==> src/rtl/aalr_pkg.sv <==
// Shared types and constants for the antialiased line rasterizer.
// Used by aalr_ctrl, aalr_dp and the top level; no dependencies.
`default_nettype none
package aalr_pkg;

    localparam int CoordW   = 9;    // Q.4 coordinate
    localparam int PixW     = 6;
    localparam int CovW     = 8;
    localparam int QuotW    = 17;   // gradient magnitude, Q.16
    localparam int YW       = 24;   // signed Q.16 row accumulator
    localparam int DivSteps = QuotW;

    typedef logic [CoordW-1:0] coord_t;

    localparam coord_t COORD_MAX = coord_t'(495);
    localparam logic [QuotW-1:0] GRAD_ONE = 17'h10000;

    typedef struct packed {
        logic load;
        logic div_step;
        logic set1;
        logic set2;
        logic lset;
        logic step;
        logic emit;
        logic half;
        logic last;
    } cmd_t;

    typedef struct packed {
        logic out_free;
        logic loop_empty;
        logic col_last;
    } stat_t;

    function automatic coord_t sat_coord(input coord_t v);
        return (v > COORD_MAX) ? COORD_MAX : v;
    endfunction

endpackage
`default_nettype wire

==> src/rtl/antialiased_line_rasterizer_unit.sv <==
// Wu antialiased line rasterizer: one segment in, 4 + 2*(inner columns) pixels out.
// First pixel word: the accept is followed by the divide steps, the endpoint setup and
// the emit into the output word register. Intake stays closed until the last pixel word
// is emitted. The bit-per-cycle divider and one word per free output cycle set the pace.
// Reset (rst_n low, async) returns the sequencer to idle and drops m_axis_tvalid.
// Depends on aalr_pkg, aalr_ctrl, aalr_dp.
`default_nettype none
module antialiased_line_rasterizer_unit (
    input  wire logic        clk,
    input  wire logic        rst_n,
    input  wire logic        s_axis_tvalid,
    output logic             s_axis_tready,
    input  wire logic [39:0] s_axis_tdata,   // start_x, start_y, end_x, end_y, pad
    output logic             m_axis_tvalid,
    input  wire logic        m_axis_tready,
    output logic [23:0]      m_axis_tdata,   // pixel_x, pixel_y, coverage, pad
    output logic             m_axis_tlast
);
    import aalr_pkg::*;

    cmd_t  cmd;
    stat_t stat;
    logic [PixW-1:0] pixel_x, pixel_y;
    logic [CovW-1:0] coverage;

    aalr_ctrl u_ctrl (
        .clk      (clk),
        .rst_n    (rst_n),
        .in_valid (s_axis_tvalid),
        .in_ready (s_axis_tready),
        .cmd      (cmd),
        .stat     (stat)
    );

    aalr_dp u_dp (
        .clk        (clk),
        .rst_n      (rst_n),
        .start_x    (s_axis_tdata[8:0]),
        .start_y    (s_axis_tdata[17:9]),
        .end_x      (s_axis_tdata[26:18]),
        .end_y      (s_axis_tdata[35:27]),
        .cmd        (cmd),
        .stat       (stat),
        .out_valid  (m_axis_tvalid),
        .out_ready  (m_axis_tready),
        .pixel_x    (pixel_x),
        .pixel_y    (pixel_y),
        .coverage   (coverage),
        .last_pixel (m_axis_tlast)
    );

    assign m_axis_tdata = {4'b0, coverage, pixel_y, pixel_x};

`ifndef NO_ASSERTIONS
    // a segment blocks intake until its pixels are all produced
    a_busy_after_load: assert property (@(posedge clk) disable iff (!rst_n)
        s_axis_tvalid && s_axis_tready |=> !s_axis_tready)
        else $error("input taken while a segment is in progress");

    // a non-final word means more pixels of the same segment remain
    a_mid_segment: assert property (@(posedge clk) disable iff (!rst_n)
        m_axis_tvalid && m_axis_tready && !m_axis_tlast |-> !s_axis_tready)
        else $error("sequencer idle with segment unfinished");

    // emission only while the output stage can take a word
    a_emit_free: assert property (@(posedge clk) disable iff (!rst_n)
        cmd.emit && stat.out_free |=> m_axis_tvalid)
        else $error("emitted pixel word lost");
`endif

endmodule
`default_nettype wire

==> src/rtl/aalr_ctrl.sv <==
// Sequencer for the rasterizer: divide, endpoint setup, pixel emission.
// Depends on aalr_pkg; drives aalr_dp through cmd_t and reads stat_t.
`default_nettype none
module aalr_ctrl (
    input  wire logic           clk,
    input  wire logic           rst_n,
    input  wire logic           in_valid,
    output logic                in_ready,
    output aalr_pkg::cmd_t      cmd,
    input  wire aalr_pkg::stat_t stat
);
    import aalr_pkg::*;

    localparam logic [2:0] S_IDLE = 3'd0;
    localparam logic [2:0] S_DIV  = 3'd1;
    localparam logic [2:0] S_SET1 = 3'd2;
    localparam logic [2:0] S_EM1  = 3'd3;
    localparam logic [2:0] S_SET2 = 3'd4;
    localparam logic [2:0] S_EM2  = 3'd5;
    localparam logic [2:0] S_LSET = 3'd6;
    localparam logic [2:0] S_LOOP = 3'd7;

    logic [2:0] state_reg, state_next;
    logic       half_reg, half_next;
    logic [4:0] cnt_reg, cnt_next;

    always_comb
    begin
        state_next = state_reg;
        half_next  = half_reg;
        cnt_next   = cnt_reg;
        cmd        = '0;
        cmd.half   = half_reg;
        in_ready   = 1'b0;
        unique case (state_reg)
            S_IDLE:
            begin
                in_ready = 1'b1;
                if (in_valid)
                begin
                    cmd.load   = 1'b1;
                    cnt_next   = '0;
                    half_next  = 1'b0;
                    state_next = S_DIV;
                end
            end
            S_DIV:
            begin
                cmd.div_step = 1'b1;
                cnt_next     = cnt_reg + 5'd1;
                if (cnt_reg == 5'(DivSteps - 1))
                    state_next = S_SET1;
            end
            S_SET1:
            begin
                cmd.set1   = 1'b1;
                state_next = S_EM1;
            end
            S_EM1:
            begin
                cmd.emit = 1'b1;
                if (stat.out_free)
                begin
                    half_next = ~half_reg;
                    if (half_reg)
                        state_next = S_SET2;
                end
            end
            S_SET2:
            begin
                cmd.set2   = 1'b1;
                state_next = S_EM2;
            end
            S_EM2:
            begin
                cmd.emit = 1'b1;
                cmd.last = half_reg & stat.loop_empty;
                if (stat.out_free)
                begin
                    half_next = ~half_reg;
                    if (half_reg)
                        state_next = stat.loop_empty ? S_IDLE : S_LSET;
                end
            end
            S_LSET:
            begin
                cmd.lset   = 1'b1;
                state_next = S_LOOP;
            end
            S_LOOP:
            begin
                cmd.emit = 1'b1;
                cmd.last = half_reg & stat.col_last;
                if (stat.out_free)
                begin
                    half_next = ~half_reg;
                    if (half_reg)
                    begin
                        if (stat.col_last)
                            state_next = S_IDLE;
                        else
                            cmd.step = 1'b1;
                    end
                end
            end
            default:
            begin
                state_next = S_IDLE;
            end
        endcase
    end

    always_ff @(posedge clk or negedge rst_n)
    begin
        if (!rst_n)
        begin
            state_reg <= S_IDLE;
            half_reg  <= 1'b0;
            cnt_reg   <= '0;
        end
        else
        begin
            state_reg <= state_next;
            half_reg  <= half_next;
            cnt_reg   <= cnt_next;
        end
    end

endmodule
`default_nettype wire

==> src/rtl/aalr_dp.sv <==
// Datapath: endpoint ordering, restoring gradient divider, row accumulator,
// coverage multiply and the output word register. Depends on aalr_pkg.
`default_nettype none
module aalr_dp (
    input  wire logic                    clk,
    input  wire logic                    rst_n,
    input  wire aalr_pkg::coord_t        start_x,
    input  wire aalr_pkg::coord_t        start_y,
    input  wire aalr_pkg::coord_t        end_x,
    input  wire aalr_pkg::coord_t        end_y,
    input  wire aalr_pkg::cmd_t          cmd,
    output aalr_pkg::stat_t              stat,
    output logic                         out_valid,
    input  wire logic                    out_ready,
    output logic [aalr_pkg::PixW-1:0]    pixel_x,
    output logic [aalr_pkg::PixW-1:0]    pixel_y,
    output logic [aalr_pkg::CovW-1:0]    coverage,
    output logic                         last_pixel
);
    import aalr_pkg::*;

    // input ordering
    coord_t sx, sy, ex, ey, adx, ady_in, a0, b0, a1, b1;
    coord_t lx0, ly0, lx1, ly1, ady;
    logic   steep, swp;
    logic [CoordW:0] dy;

    always_comb
    begin
        sx     = sat_coord(start_x);
        sy     = sat_coord(start_y);
        ex     = sat_coord(end_x);
        ey     = sat_coord(end_y);
        adx    = (ex > sx) ? ex - sx : sx - ex;
        ady_in = (ey > sy) ? ey - sy : sy - ey;
        steep  = ady_in > adx;
        a0     = steep ? sy : sx;
        b0     = steep ? sx : sy;
        a1     = steep ? ey : ex;
        b1     = steep ? ex : ey;
        swp    = a0 > a1;
        lx0    = swp ? a1 : a0;
        ly0    = swp ? b1 : b0;
        lx1    = swp ? a0 : a1;
        ly1    = swp ? b0 : b1;
        dy     = {1'b0, ly1} - {1'b0, ly0};
        ady    = dy[CoordW] ? coord_t'(-dy) : dy[CoordW-1:0];
    end

    logic             steep_reg, neg_reg;
    coord_t           x0_reg, y0_reg, x1_reg, y1_reg, dx_reg;
    logic [CoordW:0]  rem_reg;
    logic [QuotW-1:0] q_reg;
    logic [4:0]       col_reg;
    logic signed [YW-1:0] cury_reg, intery_reg;
    logic [4:0]       w4_reg;

    // divider step
    logic             ge;
    logic [CoordW:0]  r2;
    assign ge = rem_reg >= {1'b0, dx_reg};
    assign r2 = ge ? rem_reg - {1'b0, dx_reg} : rem_reg;

    // gradient, Q.16 signed
    logic [QuotW-1:0]      gmag;
    logic signed [QuotW:0] grad;
    assign gmag = (dx_reg == '0) ? GRAD_ONE : q_reg;
    assign grad = neg_reg ? -$signed({1'b0, gmag}) : $signed({1'b0, gmag});

    // endpoint columns
    logic [CoordW:0] s1, s2;
    logic [4:0]      xe1, xe2;
    assign s1  = {1'b0, x0_reg} + 10'd8;
    assign s2  = {1'b0, x1_reg} + 10'd8;
    assign xe1 = s1[8:4];
    assign xe2 = s2[8:4];

    // yend = y + floor(grad * (xe*16 - x) / 16), one shared multiplier
    logic signed [CoordW:0]     dsel;
    coord_t                     ysel;
    logic signed [QuotW+CoordW+1:0] prod;
    logic signed [YW-1:0]       yend, gext;
    always_comb
    begin
        if (cmd.set2)
        begin
            dsel = $signed({1'b0, xe2, 4'b0}) - $signed({1'b0, x1_reg});
            ysel = y1_reg;
        end
        else
        begin
            dsel = $signed({1'b0, xe1, 4'b0}) - $signed({1'b0, x0_reg});
            ysel = y0_reg;
        end
        prod = grad * dsel;
        yend = $signed({3'b0, ysel, 12'b0}) + $signed(prod[YW+3:4]);
        gext = YW'(grad);
    end

    always_ff @(posedge clk)
    begin
        if (cmd.load)
        begin
            steep_reg <= steep;
            x0_reg    <= lx0;
            y0_reg    <= ly0;
            x1_reg    <= lx1;
            y1_reg    <= ly1;
            dx_reg    <= lx1 - lx0;
            neg_reg   <= dy[CoordW];
            rem_reg   <= {1'b0, ady};
            q_reg     <= '0;
        end
        else if (cmd.div_step)
        begin
            rem_reg <= {r2[CoordW-1:0], 1'b0};
            q_reg   <= {q_reg[QuotW-2:0], ge};
        end
        if (cmd.set1)
        begin
            cury_reg   <= yend;
            intery_reg <= yend + gext;
            col_reg    <= xe1;
            w4_reg     <= 5'd16 - {1'b0, s1[3:0]};
        end
        else if (cmd.set2)
        begin
            cury_reg <= yend;
            col_reg  <= xe2;
            w4_reg   <= {1'b0, s2[3:0]};
        end
        else if (cmd.lset)
        begin
            cury_reg <= intery_reg;
            col_reg  <= xe1 + 5'd1;
            w4_reg   <= 5'd16;
        end
        else if (cmd.step)
        begin
            cury_reg <= cury_reg + gext;
            col_reg  <= col_reg + 5'd1;
        end
    end

    always_comb
    begin
        stat.out_free   = !out_valid || out_ready;
        stat.loop_empty = {1'b0, xe2} < ({1'b0, xe1} + 6'd2);
        stat.col_last   = col_reg == (xe2 - 5'd1);
    end

    // pixel word
    logic [16:0]      a;
    logic [21:0]      p;
    logic [CovW-1:0]  cov;
    logic [PixW-1:0]  row, colw;
    always_comb
    begin
        a    = cmd.half ? {1'b0, cury_reg[15:0]} : GRAD_ONE - {1'b0, cury_reg[15:0]};
        p    = a * w4_reg;
        cov  = (p[21:12] > 10'd255) ? 8'hFF : p[19:12];
        row  = cury_reg[21:16] + {5'b0, cmd.half};
        colw = {1'b0, col_reg};
    end

    always_ff @(posedge clk or negedge rst_n)
    begin
        if (!rst_n)
            out_valid <= 1'b0;
        else if (cmd.emit && stat.out_free)
            out_valid <= 1'b1;
        else if (out_ready)
            out_valid <= 1'b0;
    end

    always_ff @(posedge clk)
    begin
        if (cmd.emit && stat.out_free)
        begin
            pixel_x    <= steep_reg ? row : colw;
            pixel_y    <= steep_reg ? colw : row;
            coverage   <= cov;
            last_pixel <= cmd.last;
        end
    end

endmodule
`default_nettype wire

==> config.mk <==
export PLATFORM = sky130hd
export DESIGN_NAME = antialiased_line_rasterizer_unit
export DESIGN_NICKNAME = d
export VERILOG_FILES = /design/src/rtl/aalr_pkg.sv /design/src/rtl/antialiased_line_rasterizer_unit.sv /design/src/rtl/aalr_ctrl.sv /design/src/rtl/aalr_dp.sv
export SDC_FILE = /design/constraint.sdc
export NUM_CORES = 1
export LEC_CHECK = 0
export BUFFER_PORTS_ARGS = -buffer_cell sky130_fd_sc_hd__buf_2
export CELL_PAD_IN_SITES_DETAIL_PLACEMENT = 1
export CELL_PAD_IN_SITES_GLOBAL_PLACEMENT = 2
export CORE_MARGIN = 10
export CORE_UTILIZATION = 40
export CTS_CLUSTER_DIAMETER = 40
export DETAILED_ROUTE_END_ITERATION = 7
export HOLD_SLACK_MARGIN = 0.1
export PLACE_DENSITY = 0.93
export REMOVE_ABC_BUFFERS = 1
export SYNTH_ARGS = -nofsm -noshare
export SYNTH_HDL_FRONTEND = slang
export SYNTH_SLANG_ARGS = --single-unit
==> constraint.sdc <==
create_clock -name clk -period 12.28 [get_ports clk]
set_clock_uncertainty 0.15 [all_clocks]
set_input_delay 1.228 -clock clk [delete_from_list [all_inputs] [get_ports clk]]
set_output_delay 1.228 -clock clk [all_outputs]
set_load 0.05 [all_outputs]
==> results.toml <==
[run_status]
run_status = "completed"

[layout]
fin_nets = 3207
syn_to_final_growth_pct = 7.46
num_antenna_cells = 0
drive_gt1_frac = 0.0624

[synthesis]
async_flop_share = 0.0629
avgSynthCellArea_um2 = 8.41
ys_warn_count = 0
synth.yosys.seq_area_share = 0.199
synthesis.area_um2 = 22800
synth.most_common_cell = "inv_1"
synth_area_leaders = "fa_1 17%, edfxtp_1 17%, ha_1 13%"
ys_ff_latch = 159
synth_flop_cell = "edfxtp_1"
synth_common_cells = "374 x inv_1, 367 x nand2_1, 235 x ha_1"
synth-edff-count = 131
synth_top_area_share = 0.175
synth_cells = 2713
yosysTopAreaCell = "fa_1"
yosysUniqueCellTypes = 94

[setup_path]
crit_path_frequent_cell = "fa_1"
crit_required_ps = 12360
end_kind = "flop"
cp-startpoint = "u_dp.dx_reg[2]"
max_stage_delay_ps = 660
cp-start-kind = "flop"
worst-setup-path-type = "flop to flop"
cpMaxStageDelayCell = "or4_1"
worst_ep_arrival_time_ps = 11650
crit_path_max_fanout = 11
rrSetupSlack_ps = 700
timing.rr.start = "u_dp.dx_reg[2]"

[placement]
dp_worst_setup_slack_ps = 512
post-dp-hpwl_mm = 57.0
place.gp.congestion = 0.889
portBuffers = 62

[floorplanning]
ioPinCount = 71
initial_utilization = 0.404
dieWidth_um = 259
dieArea_um2 = 67000
die_h_um = 259
rows = 87
core_area_um2 = 56500

[min_path]
hp-class = "flop to flop"
hold_start = "u_dp.rem_reg[9]"

[run]
cap_violations = 0

[drt]
first_pass_iters = 5
wire_per_inst_um = 19.7
vias = 19100
wl_mm = 68.9
drc = 0
drt_iter0_drc = 853
detail-route-antenna-nets = 0
vias_per_cell = 5.47

[sta]
hold_viol_final = 0
relSlewSlack = 0.197
slew_violations = 0
rsz0062_at_grt = "false"
worstMarginPinSlew_ps = 1200
post-route-min-period_ps = 11580
finalCritPeriodShare = 0.943
setup_slack_ps = 703
fin_tns_setup_ps = 0
clock.fmax_mhz = 86.4
setup_viol = 0

[clock_network]
path_clk_slew_ps = 70
ctsHoldBuffers = 0
root_buffer = "clkbuf_16"
htree_levels = 4
cts_tree = "done"
clk_path_buf_depth = 2
clock-sinks = 159
worstSkewPairLatency_ps = 480
cts_buffers = 17

[global_routing]
grt_antenna_before_repair = 0
grt_pass1_vias = 20800
grt_use_total = 0.205
grt_max_degree = 44
grt_pass1_wl_mm = 110
gr-total-overflow = 0
layout make-up:
type,instances,area [um^2]
multi-input cells,2077,16500
inverters,376,1410
fillers,6742,32000
repair buffers,98,581
clock inverters,9,51.3
flip-flops and latches,159,4540
clock buffers,23,512
well taps,756,946
layer usage:
metal | global-route usage | vias to the layer above | share of wire
met1 | 0.245 | 9600 | 0.43
li1 | - | 9036 | -
met2 | 0.365 | 365 | 0.50
met3 | 0.0276 | 120 | 0.037
met4 | 0.0859 | 0 | 0.035
met5 | 0 | - | 0
through the flow:
step	utilization	area, um^2	hold WS [ps]	std cells
after floorplan	-	22400	273	2612
after detailed placement	0.424	24000	293	3466
final	0.434	24500	306	3498
after global placement	0.424	24000	283	3466
after CTS	0.434	24500	304	3498
after global routing	0.434	24500	324	3498
repair_timing:
action	CTS	global route
setup endpoints to repair	0	2
setup buffers	0	0
resized for setup	0	2
worst max-delay path: cells and delay by family (launching register included):
kind	cells	cell delay, ps
DFF	1	390
adders and majority gates	10	4170
and+or+nand+nor	8	1990
buffers and inverters	5	490
AOI/OAI and AO/OA	15	3640
xor gates and xnor gates	3	500
placed cells by master, fill, tap and decap left out, drive strengths merged, types with 41 or more instances in the layout:
cell,synthesis,final
a21o,41,41
a21oi,139,139
and2,68,68
buf,16,98
edfxtp,131,131
fa,199,199
ha,235,235
inv,375,378
mux2i,59,59
nand2,367,367
nand2b,44,44
nand3,46,46
nor2,222,222
o21ai,154,154
xnor2,99,99
xor2,74,74
cells by family (layout without fill, tap and decap cells):
family	count (synthesis)	in the layout	synth area share
xor gates and xnor gates	175	175	0.0684
buffers and inverters	480	506	0.0812
other	1	4	0.000164
and+or+nand+nor	884	884	0.177
AOI/OAI and AO/OA	510	510	0.139
adders and majority gates	434	434	0.303
muxes	70	70	0.0318
DFF	159	159	0.199
worst paths after layout:
kind                                             to  depth (start not counted)
worst max-delay path            u_dp.intery_reg[21]                         41
worst min-delay path                u_dp.rem_reg[9]                          2
worst max register to register  u_dp.intery_reg[21]                         41
worst min register to register      u_dp.rem_reg[9]                          2
max in group asynchronous         u_ctrl.cnt_reg[3]                          1
min in group asynchronous            u_dp.out_valid                          1
Power is not shown: default switching activity piles up to over one toggle a cycle in this logic, so the estimate is an artifact.
